`src/rtl/core/ulps_pkg.sv`:
```
// Package for the ultrasonic level smoother: widths, constants, register codes,
// the sequencer control word and its microprogram.
// No dependencies.
package ulps_pkg;

    localparam int NUM_SAMPLES = 8;
    localparam int IDX_W       = (NUM_SAMPLES > 1) ? $clog2(NUM_SAMPLES) : 1;
    localparam int CNT_W       = (IDX_W > 3) ? IDX_W : 3;
    localparam int SUM_W       = $clog2(100 * NUM_SAMPLES + 1);

    localparam int ECHO_W      = 19;
    localparam int PCT_W       = 7;
    localparam int DIST_W      = 16;
    localparam int CM_W        = 14;
    localparam int REM_W       = 23;
    localparam int RECIP_W     = 20;
    localparam int PROD_W      = ECHO_W + RECIP_W;
    localparam int RECIP_SHIFT = 25;
    localparam int PC_W        = 3;

    // echo_us / 58 (29 us per cm, halved for the round trip) as a scaled reciprocal
    localparam logic [RECIP_W-1:0] RECIP_58 = 20'd578525;

    localparam logic [PCT_W-1:0]  PCT_FULL     = 7'd100;
    localparam logic [DIST_W-1:0] DIST_MAX_RST = 16'd255;
    localparam logic [DIST_W-1:0] DIST_MIN_RST = 16'd0;
    localparam logic [CNT_W-1:0]  DIV_LAST     = CNT_W'(PCT_W - 1);
    localparam logic [CNT_W-1:0]  ACC_LAST     = CNT_W'(NUM_SAMPLES - 1);

    typedef enum logic {
        REG_DIST_MAX = 1'b0,
        REG_DIST_MIN = 1'b1
    } reg_idx_t;

    typedef enum logic [1:0] {
        COND_NONE     = 2'd0,
        COND_WAIT_IN  = 2'd1,
        COND_LOOP     = 2'd2,
        COND_OUT_BUSY = 2'd3
    } cond_t;

    typedef logic [PC_W-1:0] pc_t;

    localparam pc_t STEP_IDLE  = 3'd0;
    localparam pc_t STEP_MUL   = 3'd1;
    localparam pc_t STEP_PREP  = 3'd2;
    localparam pc_t STEP_DIV   = 3'd3;
    localparam pc_t STEP_STORE = 3'd4;
    localparam pc_t STEP_ACC   = 3'd5;
    localparam pc_t STEP_MEAN  = 3'd6;
    localparam pc_t STEP_EMIT  = 3'd7;

    typedef struct packed {
        logic  accept;
        logic  do_mul;
        logic  do_prep;
        logic  do_div;
        logic  do_store;
        logic  do_acc;
        logic  do_mean;
        logic  do_emit;
        logic  ld_div;
        logic  ld_acc;
        cond_t cond;
        pc_t   target;
    } ctrl_t;

    typedef struct packed {
        ctrl_t            word;
        logic [CNT_W-1:0] cnt;
    } seq_out_t;

    function automatic ctrl_t prog_word(input pc_t pc);
        ctrl_t w;
        w        = '0;
        w.cond   = COND_NONE;
        w.target = STEP_IDLE;
        case (pc)
            STEP_IDLE:
            begin
                w.accept = 1'b1;
                w.cond   = COND_WAIT_IN;
                w.target = STEP_IDLE;
            end
            STEP_MUL:   w.do_mul = 1'b1;
            STEP_PREP:
            begin
                w.do_prep = 1'b1;
                w.ld_div  = 1'b1;
            end
            STEP_DIV:
            begin
                w.do_div = 1'b1;
                w.cond   = COND_LOOP;
                w.target = STEP_DIV;
            end
            STEP_STORE:
            begin
                w.do_store = 1'b1;
                w.ld_acc   = 1'b1;
            end
            STEP_ACC:
            begin
                w.do_acc = 1'b1;
                w.cond   = COND_LOOP;
                w.target = STEP_ACC;
            end
            STEP_MEAN:  w.do_mean = 1'b1;
            STEP_EMIT:
            begin
                w.do_emit = 1'b1;
                w.cond    = COND_OUT_BUSY;
                w.target  = STEP_EMIT;
            end
            default: ;
        endcase
        return w;
    endfunction

endpackage

```
`src/rtl/core/ulps_seq.sv`:
```
// Microcode sequencer: step counter, program table lookup, loop counter.
// Depends on ulps_pkg.
module ulps_seq (
    input  logic              clk,
    input  logic              rst_n,
    input  logic              in_valid,
    input  logic              out_busy,
    output ulps_pkg::seq_out_t seq
);
    import ulps_pkg::*;

    pc_t              pc_reg;
    pc_t              pc_next;
    logic [CNT_W-1:0] cnt_reg;
    logic [CNT_W-1:0] cnt_next;
    ctrl_t            word;
    logic             taken;

    assign word = prog_word(pc_reg);

    always_comb
    begin
        case (word.cond)
            COND_NONE:     taken = 1'b0;
            COND_WAIT_IN:  taken = !in_valid;
            COND_LOOP:     taken = (cnt_reg != '0);
            COND_OUT_BUSY: taken = out_busy;
            default:       taken = 1'b0;
        endcase
    end

    always_comb
    begin
        pc_next = taken ? word.target : pc_reg + 1'b1;
        if (word.ld_div)
        begin
            cnt_next = DIV_LAST;
        end
        else if (word.ld_acc)
        begin
            cnt_next = ACC_LAST;
        end
        else if (word.cond == COND_LOOP && cnt_reg != '0)
        begin
            cnt_next = cnt_reg - 1'b1;
        end
        else
        begin
            cnt_next = cnt_reg;
        end
    end

    always_ff @(posedge clk or negedge rst_n)
    begin
        if (!rst_n)
        begin
            pc_reg  <= STEP_IDLE;
            cnt_reg <= '0;
        end
        else
        begin
            pc_reg  <= pc_next;
            cnt_reg <= cnt_next;
        end
    end

    assign seq.word = word;
    assign seq.cnt  = cnt_reg;

endmodule

```
`src/rtl/core/ultrasonic_level_percent_smoother_top.sv`:
```
// Ultrasonic level smoother top: echo width to percent, ring of samples, mean.
// Depends on ulps_pkg and ulps_seq.
// A new request is taken only after the previous result has been emitted, as set
// by the sequencer program: a 7-step divide loop and one step per ring slot;
// the emit step waits while m_tvalid is held by a low m_tready.
// Reset: ring and write slot cleared, dist_max = 255, dist_min = 0.
module ultrasonic_level_percent_smoother_top (
    input  logic                          clk,
    input  logic                          rst_n,
    input  logic                          cfg_we,
    input  logic [0:0]                    cfg_addr,
    input  logic [ulps_pkg::DIST_W-1:0]   cfg_wdata,
    input  logic                          s_tvalid,
    output logic                          s_tready,
    input  logic [23:0]                   s_tdata,   // [18:0] echo_us, rest zero
    input  logic                          s_tuser,   // [0] cmd
    output logic                          m_tvalid,
    input  logic                          m_tready,
    output logic [15:0]                   m_tdata    // [6:0] level_percent, [13:7] sample_percent
);
    import ulps_pkg::*;

    seq_out_t           seq;
    logic               out_busy;
    logic               accept_now;
    logic               emit_now;

    logic [DIST_W-1:0]  dist_max_reg;
    logic [DIST_W-1:0]  dist_min_reg;

    logic               cmd_reg;
    logic [ECHO_W-1:0]  echo_reg;
    logic [PROD_W-1:0]  prod_reg;
    logic               empty_reg;
    logic [DIST_W-1:0]  span_reg;
    logic [REM_W-1:0]   rem_reg;
    logic [PCT_W-1:0]   quo_reg;
    logic [PCT_W-1:0]   pct_reg;
    logic [SUM_W-1:0]   sum_reg;
    logic [PCT_W-1:0]   mean_reg;
    logic [PCT_W-1:0]   ring_reg [NUM_SAMPLES];
    logic [IDX_W-1:0]   slot_reg;
    logic [IDX_W-1:0]   slot_next;
    logic               m_tvalid_reg;
    logic [15:0]        m_tdata_reg;

    logic [DIST_W-1:0]  d_ext;
    logic [DIST_W-1:0]  d_clamp;
    logic [REM_W-1:0]   div_sub;
    logic               div_fits;
    logic [PCT_W-1:0]   pct_new;
    logic [PCT_W-1:0]   ring_rd;

    ulps_seq u_seq (
        .clk      (clk),
        .rst_n    (rst_n),
        .in_valid (s_tvalid),
        .out_busy (out_busy),
        .seq      (seq)
    );

    assign out_busy   = m_tvalid_reg && !m_tready;
    assign accept_now = seq.word.accept && s_tvalid;
    assign emit_now   = seq.word.do_emit && !out_busy;
    assign s_tready   = seq.word.accept;
    assign m_tvalid   = m_tvalid_reg;
    assign m_tdata    = m_tdata_reg;

    // distance in cm, clamped to the configured window
    assign d_ext   = DIST_W'(prod_reg[RECIP_SHIFT +: CM_W]);
    assign d_clamp = (d_ext < dist_min_reg) ? dist_min_reg :
                     ((d_ext > dist_max_reg) ? dist_max_reg : d_ext);

    assign div_sub  = REM_W'(span_reg) << seq.cnt[2:0];
    assign div_fits = (rem_reg >= div_sub);
    assign pct_new  = empty_reg ? '0 : PCT_FULL - quo_reg;
    assign ring_rd  = ring_reg[seq.cnt[IDX_W-1:0]];

    assign slot_next = (slot_reg == IDX_W'(NUM_SAMPLES - 1)) ? '0 : slot_reg + 1'b1;

    always_ff @(posedge clk or negedge rst_n)
    begin
        if (!rst_n)
        begin
            dist_max_reg <= DIST_MAX_RST;
            dist_min_reg <= DIST_MIN_RST;
        end
        else if (cfg_we)
        begin
            case (reg_idx_t'(cfg_addr))
                REG_DIST_MAX: dist_max_reg <= cfg_wdata;
                REG_DIST_MIN: dist_min_reg <= cfg_wdata;
                default: ;
            endcase
        end
    end

    always_ff @(posedge clk)
    begin
        if (accept_now)
        begin
            cmd_reg  <= s_tuser;
            echo_reg <= s_tdata[ECHO_W-1:0];
        end
        if (seq.word.do_mul)
        begin
            prod_reg <= PROD_W'(echo_reg) * PROD_W'(RECIP_58);
        end
        if (seq.word.do_prep)
        begin
            empty_reg <= (dist_max_reg <= dist_min_reg);
            span_reg  <= dist_max_reg - dist_min_reg;
            rem_reg   <= REM_W'(dist_max_reg - d_clamp) * REM_W'(PCT_FULL);
            quo_reg   <= '0;
        end
        if (seq.word.do_div && div_fits)
        begin
            rem_reg <= rem_reg - div_sub;
            quo_reg <= quo_reg | (PCT_W'(1) << seq.cnt[2:0]);
        end
        if (seq.word.do_store)
        begin
            pct_reg <= pct_new;
            sum_reg <= '0;
        end
        if (seq.word.do_acc)
        begin
            sum_reg <= sum_reg + SUM_W'(ring_rd);
        end
        if (seq.word.do_mean)
        begin
            mean_reg <= PCT_W'(sum_reg / NUM_SAMPLES);
        end
        if (emit_now)
        begin
            m_tdata_reg <= {2'b00, pct_reg, mean_reg};
        end
    end

    always_ff @(posedge clk or negedge rst_n)
    begin
        if (!rst_n)
        begin
            for (int i = 0; i < NUM_SAMPLES; i++)
            begin
                ring_reg[i] <= '0;
            end
            slot_reg <= '0;
        end
        else if (seq.word.do_store)
        begin
            if (cmd_reg)
            begin
                for (int i = 0; i < NUM_SAMPLES; i++)
                begin
                    ring_reg[i] <= pct_new;
                end
            end
            else
            begin
                ring_reg[slot_reg] <= pct_new;
                slot_reg           <= slot_next;
            end
        end
    end

    always_ff @(posedge clk or negedge rst_n)
    begin
        if (!rst_n)
        begin
            m_tvalid_reg <= 1'b0;
        end
        else if (emit_now)
        begin
            m_tvalid_reg <= 1'b1;
        end
        else if (m_tready)
        begin
            m_tvalid_reg <= 1'b0;
        end
    end

`ifndef SYNTHESIS
    a_emit_shows: assert property (@(posedge clk) disable iff (!rst_n)
        emit_now |=> m_tvalid)
        else $error("result not presented after emit step");

    a_pct_range: assert property (@(posedge clk) disable iff (!rst_n)
        m_tvalid |-> (m_tdata[6:0] <= PCT_FULL && m_tdata[13:7] <= PCT_FULL))
        else $error("percent out of range");

    a_one_at_a_time: assert property (@(posedge clk) disable iff (!rst_n)
        (s_tvalid && s_tready) |=> !s_tready)
        else $error("request accepted while previous one still in work");
`endif

endmodule
```
`config.mk`:
```
export PLATFORM = sky130hd
export DESIGN_NAME = ultrasonic_level_percent_smoother_top
export DESIGN_NICKNAME = d
export VERILOG_FILES = /design/src/rtl/core/ulps_pkg.sv /design/src/rtl/core/ulps_seq.sv /design/src/rtl/core/ultrasonic_level_percent_smoother_top.sv
export SDC_FILE = /design/constraint.sdc
export NUM_CORES = 1
export LEC_CHECK = 0
export BUFFER_PORTS_ARGS = -buffer_cell sky130_fd_sc_hd__buf_4
export CAP_MARGIN = 20
export CORE_ASPECT_RATIO = 0.6
export CORE_MARGIN = 2
export CORE_UTILIZATION = 30
export CTS_BUF_LIST = sky130_fd_sc_hd__clkbuf_8
export CTS_CLUSTER_SIZE = 14
export DETAILED_ROUTE_END_ITERATION = 6
export HOLD_SLACK_MARGIN = 0.03
export MAX_ROUTING_LAYER = met4
export SYNTH_ARGS = -nofsm -noshare
export SYNTH_HDL_FRONTEND = slang
export SYNTH_SLANG_ARGS = --single-unit
```
`constraint.sdc`:
```
create_clock -name clk -period 14.2 [get_ports clk]
set_clock_uncertainty 0.1 [all_clocks]
set_input_delay 0.71 -clock clk [delete_from_list [all_inputs] [get_ports clk]]
set_output_delay 0.71 -clock clk [all_outputs]
set_load 0.1 [all_outputs]
```
==> impl_metrics.tcl <==
set metrics [dict create \
    cp_num_cells 36 \
    grt_pass1_wl_um 81450 \
    synth_fa_ha_area_share_pct 34.59 \
    dpl-instance-area_um2 22230 \
    critPathBufInv 4 \
    crit_required_ns 14.39 \
    antenna_found_initial 0 \
    cp_max_fo 14 \
    globalplace.congestion 0.9307 \
    grt_max_degree 71 \
    max_cap_violations 0 \
    ff2ff_path_depth 36 \
    synth-simple-area-share_pct 8.423 \
    synth_compound_area_share_pct 10.39 \
    maxSlewViolCount 0 \
    antenna_cells 0 \
    vias 14556 \
    largest_reg_flops 56 \
    rsz0062_at_grt "false" \
    r2r-end "rem_reg[22]$_DFFE_PP_" \
    rows 74 \
    grt_use_total_pct 14.96 \
    dp_hpwl_um 41810 \
    slew_headroom_pct 34.19 \
    critPathLaunchType "flip-flop" \
    cpMaxStageDelayCell "dfstp_2" \
    wl_per_cell_um 17.03 \
    critical_path.top_delay_family "compound AO/OA/AOI/OAI gates" \
    start_util_pct 30.36 \
    seqCellArea_um2 6037 \
    grt_overflow 0 \
    fmax_mhz 114.9 \
    clk_latency_ns 0.61 \
    drtAntennaViolNets 0 \
    critPathArrivalTime_ns 8.89 \
    drcViolationCount 0 \
    end_kind "flip-flop" \
    totalNegativeSetupSlack_ns 0 \
    areaGrowthSynthToFinish_pct 12.06 \
    hold_class "in -> reg" \
    pin_count 65 \
    fin_nets 2597 \
    synth_top_family_by_area "adder cells" \
    synth.area.mux_share_pct 6.588 \
    firstDrtPassIters 5 \
    dieArea_um2 71060 \
    drt_wl_total_um 51410 \
    clk_path_buf_depth 3 \
    crit_type "reg -> reg" \
    rrSetupSlack_ns 5.50 \
    synth-seq-area-share_pct 29.21 \
    die_h_um 207.3 \
    clock-sinks 217 \
    synth_area_leaders "ha_1 (19%), edfxtp_1 (17%), fa_1 (16%), dfrtp_1 (11%), inv_1 (6.3%)" \
    endpoint "rem_reg[22]$_DFFE_PP_" \
    final-hold-violation-count 0 \
    drtIter0Drc 1167 \
    design_area_um2 23150 \
    nFillCells 6784 \
    final_cell_mix "inv_1 (353), ha_1 (312), fa_1 (162)" \
    fin_crit_sh_pct 61.29 \
    synth_cell_type_count 70 \
    hold_start "s_tuser" \
    grt_pass1_vias 14322 \
    multi_input_area_um2 13180 \
    path_common_cell "o21ai_0" \
    vias_per_cell 4.821 \
    place_inst 2945 \
    cts.root.buffer_cell "clkbuf_8" \
    drive_gt1_share_pct 11.20 \
    critPathLaunch "dist_max_reg[1]$_DFFE_PN1P_" \
    synth_edf_count 119 \
    slowest_delay_ns 0.59 \
    numCtsBuffers 39 \
    setup_viol_count_final 0 \
    cts_tree "yes" \
    status "complete, no violations" \
    coreArea_um2 68050 \
    synth_top_area_cell "ha_1" \
    synth.top_cell.area_share_pct 18.89 \
    yosys_register_bits 217 \
    netlist_instances 1998 \
    synthXorXnorAreaFrac_pct 3.645 \
    fin_cells 3019 \
    syn_area_um2 20660 \
    cts_max_level 2 \
    async_reset_ff_share_pct 45.16 \
    synth_area_per_cell_um2 10.34 \
    worst_pin_slew_ns 0.9872 \
    period_needed_ns 8.703 \
    layout_commonest_cell "inv_1" \
    die_w_um 342.8 \
    r2r-start "dist_max_reg[1]$_DFFE_PN1P_" \
    clk_pin_slew_ns 0.07 \
    synth_ff_type "edfxtp_1" \
    yosys_warnings 0 \
    io_buffers 57 \
]
==> worst register-to-register path, delay by kind of cell (launching register included) <==
family,cells,cell delay (ns)
compound gates,16,3.56
xor+xnor,2,0.39
fa+ha+maj,6,2.03
buf+inv,4,0.50
flops,1,0.59
mux,2,0.63
simple gates,6,0.62
==> Yosys cell counts, types with 6 or more instances <==
cell type  count
a211oi_1       9
a21boi_0       8
a21o_1        33
a21oi_1       83
a31oi_1       10
buf_1          6
clkbuf_1      29
dfrtp_1       90
dfstp_2        8
edfxtp_1     119
fa_1         162
ha_1         312
inv_1        345
mux2_2        52
mux2i_1       37
mux4_2        18
nand2_1      148
nand2b_1      24
nand3_1       17
nand4_1       12
nor2_1        84
nor2b_1       24
nor3_1        25
o21a_1        19
o21ai_0      130
o21bai_1      12
o31ai_1        8
or2_2          8
xnor2_1       62
xor2_1        24
==> layout make-up <==
| class | count | area share [%] |
|---|---|---|
| clock buffers | 45 | 2.675 |
| clock inverters | 27 | 1.173 |
| inverters | 347 | 5.625 |
| multi-input cells | 1394 | 56.93 |
| flip-flops and latches | 217 | 26.07 |
| well taps | 912 | 4.928 |
| repair buffers | 77 | 2.594 |
==> cells by family (layout without fill, tap and decap cells) <==
family,Yosys count,after routing
mux,107,107
other cells,1,2
xor+xnor,86,86
fa+ha+maj,474,474
flops,217,217
buf+inv,388,496
compound gates,350,350
simple gates,375,375
==> timing repair <==
action / in CTS / in global routing
gates resized for setup: 0 / 0
hold buffers: 1 / 0
setup buffers: 0 / 0
hold endpoints to repair: 28 / 0
==> per-layer routing <==
metal,routed length [µm],global-route usage [%],up-vias
met3,4009,3.590,58
met2,18830,18.15,407
li1,-,-,6946
met1,27870,24.33,7145
met4,705,2.420,0
met5,0,-,-
==> metrics by stage <==
step	hold WS (ns)	setup slack (ns)	util, %
final	0.1876	5.497	34.02
after global routing	0.1422	4.821	34.02
after CTS	0.1279	5.657	33.98
after detailed placement	0.3045	5.746	32.66
after global placement	0.3096	5.850	32.66
after floorplan	0.3003	6.830	-
==> worst min-delay path by stage <==
| stage | cells after the start | to | slack [ns] |
|---|---|---|---|
| finish | 1 | cmd_reg$_DFFE_PP_ | 0.19 |
| global route | 1 | echo_reg[17]$_DFFE_PP_ | 0.14 |
| CTS | 1 | echo_reg[3]$_DFFE_PP_ | 0.13 |
| detailed placement | 0 | m_tdata[0]$_DFFE_PP_ | 0.30 |
| global placement | 0 | m_tdata[3]$_DFFE_PP_ | 0.31 |
| floorplan | 0 | m_tdata[0]$_DFFE_PP_ | 0.30 |
Power is not shown: default switching activity piles up to over one toggle a cycle in this logic, so the estimate is an artifact.
